File: config.mk
export PLATFORM = sky130hd
export DESIGN_NAME = unsigned_radix_to_ascii
export DESIGN_NICKNAME = d
export VERILOG_FILES = /design/src/rtl/core/ura_pkg.sv /design/src/rtl/core/ura_ram.sv /design/src/rtl/core/unsigned_radix_to_ascii.sv
export SDC_FILE = /design/constraint.sdc
export NUM_CORES = 1
export LEC_CHECK = 0
export BUFFER_PORTS_ARGS = -buffer_cell sky130_fd_sc_hd__clkbuf_2
export CORE_UTILIZATION = 55
export CTS_BUF_LIST = sky130_fd_sc_hd__clkbuf_4
export CTS_CLUSTER_DIAMETER = 40
export DETAILED_ROUTE_END_ITERATION = 10
export PLACE_DENSITY = 0.74
export SYNTH_ARGS = -nofsm -noshare
export SYNTH_HDL_FRONTEND = slang
export SYNTH_HIERARCHICAL = 1
export SYNTH_SLANG_ARGS = --single-unit
File: constraint.sdc
create_clock -name clk_i -period 3.9 [get_ports clk_i]
set_input_delay 0.39 -clock clk_i [delete_from_list [all_inputs] [get_ports clk_i]]
set_output_delay 0.39 -clock clk_i [all_outputs]
set_load 0.02 [all_outputs]
File: src/rtl/core/ura_pkg.sv
// Shared constants and the digit-to-character mapping of the
// radix-to-ASCII converter. No dependencies.
package ura_pkg;

  localparam int unsigned VALUE_WIDTH_DEF = 32;
  localparam int unsigned IN_VALUE_W      = 32;
  localparam int unsigned RADIX_W         = 6;
  localparam int unsigned DIGIT_W         = 6;
  localparam int unsigned CHAR_W          = 8;

  localparam logic [RADIX_W-1:0] RADIX_MIN     = 6'd2;
  localparam logic [RADIX_W-1:0] RADIX_MAX     = 6'd36;
  localparam logic [DIGIT_W-1:0] DIGIT_MAX_DEC = 6'd9;
  localparam logic [DIGIT_W-1:0] DIGIT_TEN     = 6'd10;

  localparam logic [CHAR_W-1:0] ASCII_ZERO    = 8'h30;
  localparam logic [CHAR_W-1:0] ASCII_NINE    = 8'h39;
  localparam logic [CHAR_W-1:0] ASCII_UPPER_A = 8'h41;
  localparam logic [CHAR_W-1:0] ASCII_UPPER_Z = 8'h5A;
  localparam logic [CHAR_W-1:0] ASCII_LOWER_A = 8'h61;
  localparam logic [CHAR_W-1:0] ASCII_LOWER_Z = 8'h7A;

  function automatic logic [CHAR_W-1:0] digit_to_ascii(logic [DIGIT_W-1:0] d, logic upper);
    logic [CHAR_W-1:0] base;
    base = upper ? ASCII_UPPER_A : ASCII_LOWER_A;
    if (d > DIGIT_MAX_DEC) begin
      return CHAR_W'(d - DIGIT_TEN) + base;
    end
    return CHAR_W'(d) + ASCII_ZERO;
  endfunction

endpackage

File: src/rtl/core/ura_ram.sv
// Generic single-port-write, single-port-read RAM with registered read.
// No dependencies.
module ura_ram #(
  parameter int unsigned WIDTH = 6,
  parameter int unsigned DEPTH = 32
) (
  input  logic                     clk_i,
  input  logic                     we_i,
  input  logic [$clog2(DEPTH)-1:0] waddr_i,
  input  logic [WIDTH-1:0]         wdata_i,
  input  logic                     re_i,
  input  logic [$clog2(DEPTH)-1:0] raddr_i,
  output logic [WIDTH-1:0]         rdata_o
);

  logic [WIDTH-1:0] mem [DEPTH];
  logic [WIDTH-1:0] rdata_q;

  always_ff @(posedge clk_i) begin
    if (we_i) begin
      mem[waddr_i] <= wdata_i;
    end
    if (re_i) begin
      rdata_q <= mem[raddr_i];
    end
  end

  assign rdata_o = rdata_q;

endmodule

File: src/rtl/core/unsigned_radix_to_ascii.sv
// Radix-to-ASCII converter top level: serial divider, digit RAM, emit sequencer.
// Depends on ura_pkg and ura_ram.
//
//  channel  | handshake           | payload
//  ---------+---------------------+-------------------------------------
//  command  | start / busy        | value_i, radix_i, upper_case_i
//  result   | strobe_o (1 cycle)  | char_code_o, last_o, bad_radix_o
//
// Each digit is produced by the shared restore-subtract divider (one quotient
// bit per cycle); each character is then read back through the registered RAM
// read, in ST_RD and then ST_OUT.
// A bad radix gives its error beat in the cycle after acceptance and busy stays low.
// Reset is asynchronous; the digit RAM is not cleared. The receiver cannot stall.
module unsigned_radix_to_ascii #(
  parameter int unsigned VALUE_WIDTH = ura_pkg::VALUE_WIDTH_DEF
) (
  input  logic                            clk_i,
  input  logic                            rst_ni,
  input  logic                            start,
  output logic                            busy,
  input  logic [ura_pkg::IN_VALUE_W-1:0]  value_i,
  input  logic [ura_pkg::RADIX_W-1:0]     radix_i,
  input  logic                            upper_case_i,
  output logic                            strobe_o,
  output logic [ura_pkg::CHAR_W-1:0]      char_code_o,
  output logic                            last_o,
  output logic                            bad_radix_o
);
  import ura_pkg::*;

  localparam int unsigned AW = $clog2(VALUE_WIDTH);
  localparam int unsigned CW = $clog2(VALUE_WIDTH + 1);
  localparam logic [AW-1:0] BIT_LAST   = AW'(VALUE_WIDTH - 1);
  localparam logic [CW-1:0] COUNT_LAST = CW'(VALUE_WIDTH - 1);

  typedef enum logic [3:0] {
    ST_IDLE = 4'b0001,
    ST_DIV  = 4'b0010,
    ST_RD   = 4'b0100,
    ST_OUT  = 4'b1000
  } state_e;

  state_e                 state_q, state_d;
  logic [VALUE_WIDTH-1:0] quot_q, quot_d;
  logic [DIGIT_W-1:0]     rem_q, rem_d;
  logic [RADIX_W-1:0]     radix_q, radix_d;
  logic                   upper_q, upper_d;
  logic [AW-1:0]          bit_q, bit_d;
  logic [CW-1:0]          count_q, count_d;
  logic [AW-1:0]          idx_q, idx_d;
  logic                   strobe_q, strobe_d;
  logic [CHAR_W-1:0]      char_q, char_d;
  logic                   last_q, last_d;
  logic                   bad_q, bad_d;

  logic [63:0]            value_ext;
  logic [DIGIT_W:0]       trial;
  logic                   ge;
  logic [DIGIT_W-1:0]     rem_next;
  logic [VALUE_WIDTH-1:0] quot_next;
  logic                   radix_ok;
  logic                   ram_we, ram_re;
  logic [DIGIT_W-1:0]     ram_rdata;

  assign value_ext = 64'(value_i);
  assign radix_ok  = (radix_i >= RADIX_MIN) && (radix_i <= RADIX_MAX);

  // shared divider step: one quotient bit per cycle
  assign trial     = {rem_q, quot_q[VALUE_WIDTH-1]};
  assign ge        = trial >= {1'b0, radix_q};
  assign rem_next  = ge ? DIGIT_W'(trial - {1'b0, radix_q}) : trial[DIGIT_W-1:0];
  assign quot_next = {quot_q[VALUE_WIDTH-2:0], ge};

  assign ram_we = (state_q == ST_DIV) && (bit_q == BIT_LAST);
  assign ram_re = (state_q == ST_RD);

  ura_ram #(
    .WIDTH (DIGIT_W),
    .DEPTH (VALUE_WIDTH)
  ) u_digits (
    .clk_i   (clk_i),
    .we_i    (ram_we),
    .waddr_i (count_q[AW-1:0]),
    .wdata_i (rem_next),
    .re_i    (ram_re),
    .raddr_i (idx_q),
    .rdata_o (ram_rdata)
  );

  always_comb begin
    state_d  = state_q;
    quot_d   = quot_q;
    rem_d    = rem_q;
    radix_d  = radix_q;
    upper_d  = upper_q;
    bit_d    = bit_q;
    count_d  = count_q;
    idx_d    = idx_q;
    strobe_d = 1'b0;
    char_d   = char_q;
    last_d   = last_q;
    bad_d    = bad_q;
    unique case (state_q)
      ST_IDLE: begin
        if (start) begin
          if (radix_ok) begin
            quot_d  = value_ext[VALUE_WIDTH-1:0];
            rem_d   = '0;
            radix_d = radix_i;
            upper_d = upper_case_i;
            bit_d   = '0;
            count_d = '0;
            state_d = ST_DIV;
          end else begin
            strobe_d = 1'b1;
            char_d   = '0;
            last_d   = 1'b1;
            bad_d    = 1'b1;
          end
        end
      end
      ST_DIV: begin
        quot_d = quot_next;
        rem_d  = rem_next;
        bit_d  = bit_q + 1'b1;
        if (bit_q == BIT_LAST) begin
          rem_d   = '0;
          bit_d   = '0;
          count_d = count_q + 1'b1;
          if ((quot_next == '0) || (count_q == COUNT_LAST)) begin
            idx_d   = count_q[AW-1:0];
            state_d = ST_RD;
          end
        end
      end
      ST_RD: begin
        state_d = ST_OUT;
      end
      ST_OUT: begin
        strobe_d = 1'b1;
        char_d   = digit_to_ascii(ram_rdata, upper_q);
        last_d   = (idx_q == '0);
        bad_d    = 1'b0;
        idx_d    = idx_q - 1'b1;
        state_d  = (idx_q == '0) ? ST_IDLE : ST_RD;
      end
      default: state_d = ST_IDLE;
    endcase
  end

  always_ff @(posedge clk_i or negedge rst_ni) begin
    if (!rst_ni) begin
      state_q  <= ST_IDLE;
      quot_q   <= '0;
      count_q  <= '0;
      bit_q    <= '0;
      idx_q    <= '0;
      strobe_q <= 1'b0;
    end else begin
      state_q  <= state_d;
      quot_q   <= quot_d;
      count_q  <= count_d;
      bit_q    <= bit_d;
      idx_q    <= idx_d;
      strobe_q <= strobe_d;
    end
  end

  always_ff @(posedge clk_i) begin
    rem_q   <= rem_d;
    radix_q <= radix_d;
    upper_q <= upper_d;
    char_q  <= char_d;
    last_q  <= last_d;
    bad_q   <= bad_d;
  end

  assign busy        = (state_q != ST_IDLE);
  assign strobe_o    = strobe_q;
  assign char_code_o = char_q;
  assign last_o      = last_q;
  assign bad_radix_o = bad_q;

endmodule

* Yosys cells after proc, flatten, opt, wreduce, memory -nomap -nowiden *
Memories as Yosys holds them, arrays and structs flattened. A register that Yosys moved wholly into a read port is not among the register bits.
Index checks and enable logic that the tools add are counted.

storage, ports and cells
  register bits after elaboration = 76
  latch bits = 0
  RAM bits = 192
  memory bits (read-only) = 0
  input port bits = 42
  output and inout port bits = 12
  logic and storage cells = 90
  memories kept = 1

memories
  memory        words  width  read ports  clocked after memory_dff  write ports  RTL line       RTL
  u_digits.mem  32     6      1           1                         1            ura_ram.sv:16  logic [WIDTH-1:0] mem [DEPTH];

cells by class
  add/sub/neg operators = 7
  multiply operators = 0
  div/mod/pow operators = 0
  order comparisons = 4
  equality and inequality tests = 12
  shift operators = 0
  mux-type cells = 40
  bitwise operators = 0
  reductions and logical operators = 14

operator list
  operator               number
  $mux W32               2
  $pmux W32 S2           1
  $mux W6                6
  $logic_not A32 Y1      1
  $mux W8                4
  $mux W5                5
  $pmux W6 S2            2
  $pmux W5 S2            2
  $mux W4                4
  $pmux W4 S4            1
  $pmux W8 S2            1
  $reduce_and A3 Y1      4
  $add A8 B7 Y8          1
  $mux W1                8
  $reduce_and A4 Y1      2
  $add A6 B6 Y7 const B  1
  $ge A7 B6 Y1           1
  $sub A6 B4 Y7 const B  1
  $add A6 B1 Y6 const B  1
  $eq A6 B5 Y1 const B   1
  $ge A6 B2 Y1 const B   1
  $gt A6 B4 Y1 const B   1
  $le A6 B6 Y1 const B   1
  $ne A2 B2 Y1 const B   3
  16 further kinds       22

* Logic depth before layout (Yosys ltp) *
Gate-level depths: netlist of the first run.

  depth after elaboration = 6
  gate-level depth with buffers = 9
  gate-level depth less buffers = 9

* By module *
Netlist of the first run, hierarchy kept.

by module, submodules not included
  module                   times used  cells an instance  area an instance (µm²)  sequential area each (µm²)
  ura_ram                  1           323                7649.8                  5945.7
  unsigned_radix_to_ascii  1           414                4149.0                  2018.2

* Worst setup path after synthesis of the first run *
No wires, ideal clock.

  kind = flip-flop to flip-flop
  start = reg rem_q[1]
  end = mem u_digits.mem[0][5] (data pin)
  setup time = 474 ps
  data arrival time = 2809 ps
  required time = 3426 ps
  path slack = 617 ps
  cell stages (with the launch flop) = 7
  buffers on the path = 0
  period minus slack after synthesis = 3283 ps
  path through = edfxtp_1 -> ha_1 -> a21oi_1 -> o21ai_1 -> a41oi_1 -> nor4b_1 -> a211oi_1

on the way
  word-level cells in the longest chain between the ends = 2
  elaborated cells on any way between the ends = 3
  classes of those cells = add/sub: 1; order compare: 1; mux: 1

ends and longest elaborated chain
  element                                        RTL line                                                      RTL
  from (decl)                                    unsigned_radix_to_ascii.sv:45                                 logic [DIGIT_W-1:0] rem_q, rem_d;
  from (signal assigned)                         unsigned_radix_to_ascii.sv:170                                rem_q <= rem_d;
  $sub A6 B6 Y6 or $ge A7 B6 Y1 (tied branches)  unsigned_radix_to_ascii.sv:71, unsigned_radix_to_ascii.sv:70
  $mux W6 (*)                                    unsigned_radix_to_ascii.sv:71                                 assign rem_next = ge ? DIGIT_W'(trial - {1'b0, radix_q}) : trial[DIGIT_W-1:0];
  via rem_next[5]                                unsigned_radix_to_ascii.sv:59                                 logic [DIGIT_W-1:0] rem_next;
  to (decl)                                      ura_ram.sv:16

Mark *: on every way through the listed nets, which the timed path passes. The rest lies on a longest branch.

* Final worst setup path of the first run *
  start = reg quot_q[31]
  end = mem u_digits.mem[20][4] (data pin)

on the way
  word-level cells in the longest chain between the ends = 2
  elaborated cells on any way between the ends = 3
  classes of those cells = add/sub: 1; order compare: 1; mux: 1

ends and longest elaborated chain
  element                                        RTL line                                                      RTL
  from (decl)                                    unsigned_radix_to_ascii.sv:44                                 logic [VALUE_WIDTH-1:0] quot_q, quot_d;
  from (signal assigned)                         unsigned_radix_to_ascii.sv:161                                quot_q <= quot_d;
  $sub A6 B6 Y6 or $ge A7 B6 Y1 (tied branches)  unsigned_radix_to_ascii.sv:71, unsigned_radix_to_ascii.sv:70
  $mux W6 (*)                                    unsigned_radix_to_ascii.sv:71
  via rem_next[4]                                unsigned_radix_to_ascii.sv:59

Marks and branches as above.

==> results.txt, run 1 <==
DR WL/cell -> 20.2 µm
Post-Place Setup Slack -> 1040 ps
Reg2Reg Depth -> 8
hold path cells -> 3
CTS clock-pin slew for the worst setup and hold paths -> 70 ps
number of synthesized flops with an enable pin -> 221
Final Max Tran Viols -> 0
DIE WIDTH -> 148 µm
CTS tree -> built
Worst Tran Pin Value -> 1270 ps
fmax -> 352 MHz
outcome -> finished, final reports clean
Fin Clk Skew -> 25.1 ps
Routed Antenna Nets -> 0
top cell type's share of synthesized area -> 56.2%
vias in the first global route -> 7214
Max Cap Viol -> 0
Seq cells post-synth -> 274
Core Util, Final -> 64.4%
crit-path max cell delay -> 960 ps
RSZ-0062 raised after global routing -> no
Post-synth top flop -> edfxtp_1
GR Util All Layers -> 23.0%
critical path depth in cells -> 8
Setup WS post-layout -> 1060 ps
PostCTS Resize Cnt -> 0
worst skew pair latency -> 660 ps
Total Die Area -> 22000 µm²
Detailed Place HPWL -> 15500 µm
most frequent cell after synthesis -> edfxtp_1
synth cell count leaders -> 221 x edfxtp_1, 60 x mux4_2, 57 x nand2_1, 52 x dfrtp_1, 49 x nor2_1
H-tree levels -> 3
Slew headroom -> 15.4%
pin count of the biggest net entering global routing -> 54
worst-path maximum fanout -> 33
synthesized area -> 11800 µm²
clock root cell -> clkbuf_4
Post-Layout Inst Area -> 13500 µm²
final wirelength -> 24000 µm
Avg Cell Area, Syn -> 16.0 µm²
GR Overflow Total -> 0
Worst Setup Path Type -> flop to flop
drt drc -> 0
Critical Path Start Type -> flop
Worst VDD drop -> 0.000289 V
crit end category -> flop
PortBufs -> 53
Unique masters post-synth -> 55
Crit-path slowest cell -> o21ai_2
Post-Route Setup TNS -> 0 ps
Placed Cells incl. Taps -> 1049
# clock sinks -> 274
WP buf/inv -> 2
vias -> 7078
CTS max path bufs -> 3
top cells by area, synth -> edfxtp_1 56%, mux4_2 11%, dfrtp_1 11%
Top delay family on crit path -> compound AO/OA/AOI/OAI gates
P_leak -> 4.78 nW
Synthesis Warnings -> 6
placer congestion estimate -> 0.867
area leader, netlist -> edfxtp_1
fraction of layout cells with a size suffix above 1 -> 28.7%
crit-path cells -> inv_1, ha_1, fa_1, inv_1, a21o_1, a21oi_1, xor2_1, o21ai_2
core area -> 21000 µm²
die height -> 148 µm
P&R area growth vs syn -> 14.8%
drt first pass iters -> 6
TritonCTS buffer count -> 71
worst hold path class -> input pin to flop
Initial Utilization -> 56.1%
initial antenna violation count -> 1
cell area power density -> 514 nW/µm²
global-route wire length before repair -> 38400 µm
Worst EP arrival -> 3090 ps
Pwr Total -> 6.96 mW
Final Non-Filler Cells -> 1192
Post-Place Cell Area -> 12400 µm²
syn_nets -> 798
Initial DRC Count -> 572
IO Count -> 54
most frequent CP cell -> inv_1
post-DR vias/cell -> 5.94
nets@finish -> 936
min Tclk post-route -> 2840 ps
Final Hold Fails -> 0
crit share post-route -> 72.8%
share of the yosys chip area belonging to registers -> 67.5%
Final setup viols -> 0
CP required -> 4150 ps
hold_ws -> 26.3 ps
Post-CTS Setup Bufs -> 0
asr flop ratio synth -> 19.3%
Gate Count Post-Synth -> 737
cts hold-fix bufs -> 28
FP Rows -> 53
[area by class of cell]
cell class / count / area (µm²)
Antenna cell: 1 / 2.50
Clock buffer: 103 / 773
Clock inverter: 11 / 70.1
Fill cell: 1484 / 7480
Inverter: 21 / 78.8
Multi-Input combinational cell: 411 / 3650
Sequential cell: 274 / 7970
Tap cell: 275 / 344
Timing Repair Buffer: 96 / 658
[flip-flops by register name, indices dropped and copies added (netlist names), 4 cells and up]
register,flops
state_q,4
quot_q,32
idx_q,5
rem_q,6
bit_q,5
u_digits/mem,192
char_code_o,8
count_q,6
radix_q,6
u_digits/rdata_o,6
[tightest hold or removal path, cell delays in order]
cell	delay, ps
clkbuf_2	80
mux2i_1	60
o21ai_1	110
[path summary, 6_finish.rpt]
check | slack (ps) | from | end
hold / removal | 30 | value_i[25] | quot_q[25]
min in group asynchronous | 400 | rst_ni | quot_q[11]
hold reg to reg | 520 | bit_q[2] | bit_q[2]
setup / recovery | 1060 | quot_q[31] | u_digits/mem[20][4]
setup reg to reg | 1060 | quot_q[31] | u_digits/mem[20][4]
max in group asynchronous | 3010 | rst_ni | idx_q[2]
[cell usage in the layout (no fill, tap or decap), types with 5 or more instances in the layout]
cell	netlist	layout
nor2_1	49	49
nor3_1	7	7
inv_1	18	18
nor4_1	7	7
dfrtp_1	52	50
a21oi_1	13	13
inv_2	3	6
nand2_1	57	57
clkbuf_4	0	103
ha_1	18	18
nor2b_1	7	7
clkinv_1	0	5
mux2i_1	33	33
nand3b_1	8	8
o21a_1	7	7
o21ai_1	41	41
and2_1	8	8
mux2_2	6	6
clkbuf_2	0	53
o21ai_0	13	9
nand3_1	9	9
xnor2_1	8	8
dlygate4sd3_1	0	28
edfxtp_1	221	221
buf_4	0	15
mux4_2	60	60
[power by group]
| group | total, mW | switching, mW | internal [mW] |
|---|---|---|---|
| sequential | 3.76 | 0.146 | 3.62 |
| clock | 2.34 | 1.08 | 1.26 |
| combinational | 0.852 | 0.589 | 0.263 |
| total | 6.96 | 1.81 | 5.14 |
[metal layers]
layer / vias up / share of wire, % / global-route usage (%)
met5: - / 0 / 0
met4: 0 / 2.0 / 7.42
met3: 52 / 6.7 / 5.80
met2: 296 / 50 / 37.4
met1: 3553 / 41 / 30.6
li1: 3177 / - / -
[kinds of logic (layout without fill, tap and decap cells)]
| family | Yosys count | count (layout) | share of synthesized area, % |
|---|---|---|---|
| mux | 99 | 99 | 14.8 |
| compound gates | 101 | 101 | 5.13 |
| xor+xnor | 11 | 11 | 0.817 |
| other cells | 0 | 1 | 0 |
| fa+ha+maj | 19 | 19 | 2.08 |
| simple gates | 181 | 181 | 7.69 |
| flops | 274 | 274 | 67.5 |
| buf+inv | 52 | 231 | 1.96 |
Note: power is estimated with default switching activity, not from simulation.
==> run 2: changes to the inputs <==
==> constraint.sdc (replaced) <==
create_clock -name clk_i -period 2.87 [get_ports clk_i]
set_input_delay 0.287 -clock clk_i [delete_from_list [all_inputs] [get_ports clk_i]]
set_output_delay 0.287 -clock clk_i [all_outputs]
set_load 0.02 [all_outputs]
==> run 2 against run 1 <==
  * Final cell count up 4.4%
  * Flip-flop and latch count stayed put
  * Utilization grew 2.2 points
  * Register-to-register slack worse by 860 ps
  * Largest cell class unchanged
==> results.txt, run 2 (same netlist as run 1, synthesis figures left out) <==
worst skew pair latency -> 670 ps
die height -> 148 µm
crit share post-route -> 93.1%
Comb pwr share -> 13.2%
Net Sw Power -> 2.49 mW
H-tree levels -> 3
Final setup viols -> 0
initial antenna violation count -> 1
CTS tree -> built
GR Layer Usage met1 -> 31.3%
clock share of power -> 32.9%
Slew headroom -> 36.0%
RSZ-0062 raised after global routing -> no
vias in the first global route -> 7287
crit end category -> flop
met3 Track Usage GR -> 5.21%
TritonCTS buffer count -> 69
PortBufs -> 53
Detailed Place HPWL -> 15500 µm
Max Cap Viol -> 0
fmax -> 374 MHz
core area -> 21000 µm²
clock root cell -> clkbuf_4
CP required -> 3150 ps
IO Count -> 54
Fin Clk Skew -> 22.5 ps
pin count of the biggest net entering global routing -> 70
Internal -> 6.98 mW
Routed Antenna Nets -> 0
final wirelength -> 24500 µm
Filler Cell Count -> 1381
Post-Route Setup TNS -> 0 ps
global-route wire length before repair -> 38500 µm
CTS clock-pin slew for the worst setup and hold paths -> 70 ps
vias -> 7227
worst hold path class -> input pin to asynchronous set/reset pin
drt first pass iters -> 5
Total Die Area -> 22000 µm²
fraction of layout cells with a size suffix above 1 -> 30.3%
Final Non-Filler Cells -> 1244
sequential share of power -> 53.9%
DIE WIDTH -> 148 µm
met2 usage -> 37.5%
Post-CTS Setup Bufs -> 0
register bank with the most flops -> u_digits/mem
Core Util, Final -> 66.6%
Initial DRC Count -> 738
Worst Tran Pin Value -> 960 ps
P_leak -> 5.02 nW
Worst EP arrival -> 2950 ps
CTS max path bufs -> 3
Placed Cells incl. Taps -> 1083
PostCTS Resize Cnt -> 0
Final Max Tran Viols -> 0
DR WL/cell -> 19.7 µm
Worst VDD drop -> 0.000290 V
max reg flops -> 192
FP Rows -> 53
Worst Setup Path Type -> flop to flop
Critical Path Start Type -> flop
switch share -> 26.3%
worst-path maximum fanout -> 9
GR Util All Layers -> 23.3%
P&R area growth vs syn -> 18.7%
min Tclk post-route -> 2670 ps
Final Hold Fails -> 0
cell area power density -> 676 nW/µm²
outcome -> finished, final reports clean
placer congestion estimate -> 0.851
GR Overflow Total -> 0
gr busiest metal -> met2
hold_ws -> 184 ps
nets@finish -> 981
Initial Utilization -> 56.1%
# clock sinks -> 274
post-DR vias/cell -> 5.81
drt drc -> 0
most common cell after layout, fill and taps aside -> edfxtp_1
most frequent cells in the layout -> 221 x edfxtp_1, 96 x clkbuf_4, 60 x mux4_2
## run 2: cell count changes in the layout (fill, tap and decap cells not counted)
| cell | before | now |
|---|---|---|
| buf_4 | 15 | 43 |
| dlygate4sd3_1 | 28 | 41 |
| clkinv_1 | 5 | 14 |
| clkbuf_4 | 103 | 96 |
| buf_12 | 0 | 6 |
| clkinvlp_4 | 0 | 3 |
| clkinv_2 | 2 | 3 |
| inv_2 | 6 | 5 |
## run 2: power by group through the flow
stage	combinational [mW]	sequential (mW)	clock, mW
after CTS	1.26	5.10	3.21
final	1.25	5.11	3.12
after detailed placement	1.21	5.18	0
after global placement	1.14	5.16	0
after global routing	1.38	5.13	3.42
after floorplan	0.670	5.17	0
## run 2: path summary, 6_finish.rpt
path / endpoint / cells after the start / from / slack [ps]
max: u_digits/mem[12][3] / 7 / bit_q[0] / 200
min: state_q[2] / 2 / rst_ni / 180
max reg2reg: u_digits/mem[12][3] / 7 / bit_q[0] / 200
min reg2reg: bit_q[2] / 1 / bit_q[2] / 510
max in group asynchronous: quot_q[10] / 3 / rst_ni / 1840
min in group clk_i: radix_q[0] / 2 / radix_i[0] / 370
## run 2: layer usage
layer / vias up / wire length (µm)
li1: 3284 / -
met1: 3600 / 10100
met2: 305 / 12200
met3: 38 / 1790
met4: 0 / 390
met5: - / 0
## run 2: final cells by class
class                      instances  area, µm²  share of cell area (%)
clock inverter                    23        128                   0.911
timing repair buffer             143       1120                    7.99
tap                              275        344                    2.46
antenna                            1       2.50                  0.0179
sequential                       274       7970                    56.9
inverter                          21       78.8                   0.563
multi-input combinational        411       3650                    26.0
clock buffer                      96        721                    5.15
## run 2: worst max-delay path, stage by stage, from the launching register on
cell,delay [ps]
dfrtp_1,390
ha_1,210
and3_1,180
ha_1,200
nand2_1,120
inv_2,160
or3b_2,610
nor2_1,440
## run 2: through the flow
step	area [µm²]	power, mW	setup slack (ps)
6_report	14000	9.47	198
5_1_grt	14000	9.94	35.4
4_1_cts	14000	9.57	190
3_5_place_dp	12700	6.40	247
3_3_place_gp	12700	6.30	332
2_1_floorplan	11800	5.83	-273
## run 2: what timing repair did
item	CTS	global route
endpoints found under the hold margin	61	0
hold buffers	41	0
endpoints found under the setup margin	0	0
==> run 3: changes to the inputs <==
--- a/config.mk
+++ b/config.mk
@@ -11,6 +11,7 @@
 export CTS_CLUSTER_DIAMETER = 40
 export DETAILED_ROUTE_END_ITERATION = 10
 export PLACE_DENSITY = 0.74
+export RECOVER_POWER = 25
 export SYNTH_ARGS = -nofsm -noshare
 export SYNTH_HDL_FRONTEND = slang
 export SYNTH_HIERARCHICAL = 1
==> constraint.sdc (replaced) <==
create_clock -name clk_i -period 2.71 [get_ports clk_i]
set_input_delay 0.271 -clock clk_i [delete_from_list [all_inputs] [get_ports clk_i]]
set_output_delay 0.271 -clock clk_i [all_outputs]
set_load 0.02 [all_outputs]
==> run 3 against run 2 <==
  * Sequential share of layout area decreased by 0.54 points
  * Final cell count grew 0.72%
  * Count of clock-buffer cells in the layout increased by 11
  * Clock power grew 16%
  * Non-clock buffer count grew 6
  * Hold slack better by 87 ps
  * Register-to-register slack lost 70 ps
  * Final area up 0.96%
  * Maximum frequency up 3.3%
  * First-iteration DRC count is 25% lower
  * Critical path type unchanged
  * Critical endpoint is now rem_q[3]
  * Highest routed layer unchanged
==> results.txt, run 3 (same netlist as run 1, synthesis figures left out) <==
outcome -> finished, final reports clean
die height -> 148 µm
vias in the first global route -> 7482
Final Hold Fails -> 0
WP buf/inv -> 0
PortBufs -> 53
crit share post-route -> 95.4%
max reg flops -> 192
Post-Route Setup TNS -> 0 ps
critical path depth in cells -> 6
fmax -> 387 MHz
placer congestion estimate -> 0.847
RSZ-0062 raised after global routing -> yes
Placed Cells incl. Taps -> 1089
core area -> 21000 µm²
CTS max path bufs -> 3
drt drc -> 0
Worst Setup Path Type -> flop to flop
Fin Clk Skew -> 66.5 ps
register bank with the most flops -> u_digits/mem
drt first pass iters -> 5
Reg2Reg Depth -> 6
nets@finish -> 988
initial antenna violation count -> 1
min Tclk post-route -> 2590 ps
Top delay family on crit path -> compound AO/OA/AOI/OAI gates
Crit-path slowest cell -> o31ai_4
GR Util All Layers -> 23.9%
most frequent cells in the layout -> 221 x edfxtp_1, 107 x clkbuf_4, 60 x mux4_2
CTS tree -> built
vias -> 7254
Initial Utilization -> 56.1%
FP Rows -> 53
FF/Latch Area -> 7970 µm²
IO Count -> 54
Worst EP arrival -> 3080 ps
fraction of layout cells with a size suffix above 1 -> 29.1%
Max Cap Viol -> 0
global-route wire length before repair -> 39000 µm
worst hold path class -> input pin to asynchronous set/reset pin
worst skew pair latency -> 680 ps
final wirelength -> 25100 µm
most common cell after layout, fill and taps aside -> edfxtp_1
Critical Path Start Type -> flop
Filler Cell Count -> 1375
TritonCTS buffer count -> 70
Routed Antenna Nets -> 0
CTS clock-pin slew for the worst setup and hold paths -> 60 ps
pin count of the biggest net entering global routing -> 70
GR Overflow Total -> 0
Final setup viols -> 0
worst-path maximum fanout -> 27
Final Max Tran Viols -> 0
CP required -> 3200 ps
Initial DRC Count -> 552
Worst Tran Pin Value -> 1110 ps
DIE WIDTH -> 148 µm
crit end category -> flop
P_leak -> 5.06 nW
post-DR vias/cell -> 5.79
Pwr Total -> 10.4 mW
P&R area growth vs syn -> 19.8%
# clock sinks -> 274
clock root cell -> clkbuf_4
Worst VDD drop -> 0.000448 V
DR WL/cell -> 20.1 µm
Total Die Area -> 22000 µm²
crit-path max cell delay -> 960 ps
Final Non-Filler Cells -> 1253
crit-path cells -> ha_1, nand2_1, o21ai_1, a41oi_1, o31ai_4, and2_1
Slew headroom -> 26.1%
area occupied by multi-input gates -> 3640 µm²
H-tree levels -> 3
cell area power density -> 733 nW/µm²
Detailed Place HPWL -> 16300 µm
-- run 3: path summary, 6_finish.rpt --
check	start	to	slack, ps
max in group asynchronous	rst_ni	quot_q[24]	980
setup / recovery	rem_q[1]	rem_q[3]	120
setup reg to reg	rem_q[1]	rem_q[3]	120
hold / removal	rst_ni	state_q[3]	270
min in group clk_i	upper_case_i	upper_q	360
hold reg to reg	bit_q[2]	bit_q[2]	490
-- run 3: area by class of cell --
cell class / count / area share, %
antenna: 1 / 0.0177
timing repair buffer: 149 / 8.24
sequential: 274 / 56.3
clock inverter: 15 / 0.973
clock buffer: 107 / 5.68
inverter: 21 / 0.557
tap: 275 / 2.43
multi-input combinational: 411 / 25.8
-- run 3: layer usage --
layer  GRT usage (%)  part of all wire (%)  up-vias
met5               0                     0        -
met2            37.4                    48      270
li1                -                     -     3292
met3            6.26                   6.8       50
met1            31.2                    42     3642
met4            12.0                   3.0        0
-- run 3: what timing repair did --
item | in CTS | in global routing
hold buffers | 41 | 0
endpoints found under the setup margin | 0 | 48
endpoints found under the hold margin | 55 | 0
setup buffers | 0 | 0
gates resized for setup | 0 | 3
-- run 3: stage by stage --
step	setup slack, ps	util [%]	cell area, µm²	hold WS (ps)
2_1_floorplan	-433	-	11800	-24.6
3_3_place_gp	195	61.0	12800	221
3_5_place_dp	74.0	61.0	12800	212
4_1_cts	45.2	67.4	14200	64.8
5_1_grt	-13.7	67.3	14100	301
6_report	125	67.3	14100	271
-- run 3: worst register-to-register path, cell delays in order, from the launching register on --
cell and delay (ps):
edfxtp_1 400, ha_1 420, nand2_1 80, o21ai_1 140, a41oi_1 200, o31ai_4 960
and2_1 240
-- run 3: power by group --
group	total [mW]	switching (mW)	internal (mW)	leakage [nW]
Combinational	1.33	0.876	0.451	1.82
Sequential	5.41	0.214	5.20	2.68
Clock	3.63	1.55	2.08	0.558
Total	10.4	2.64	7.73	5.06
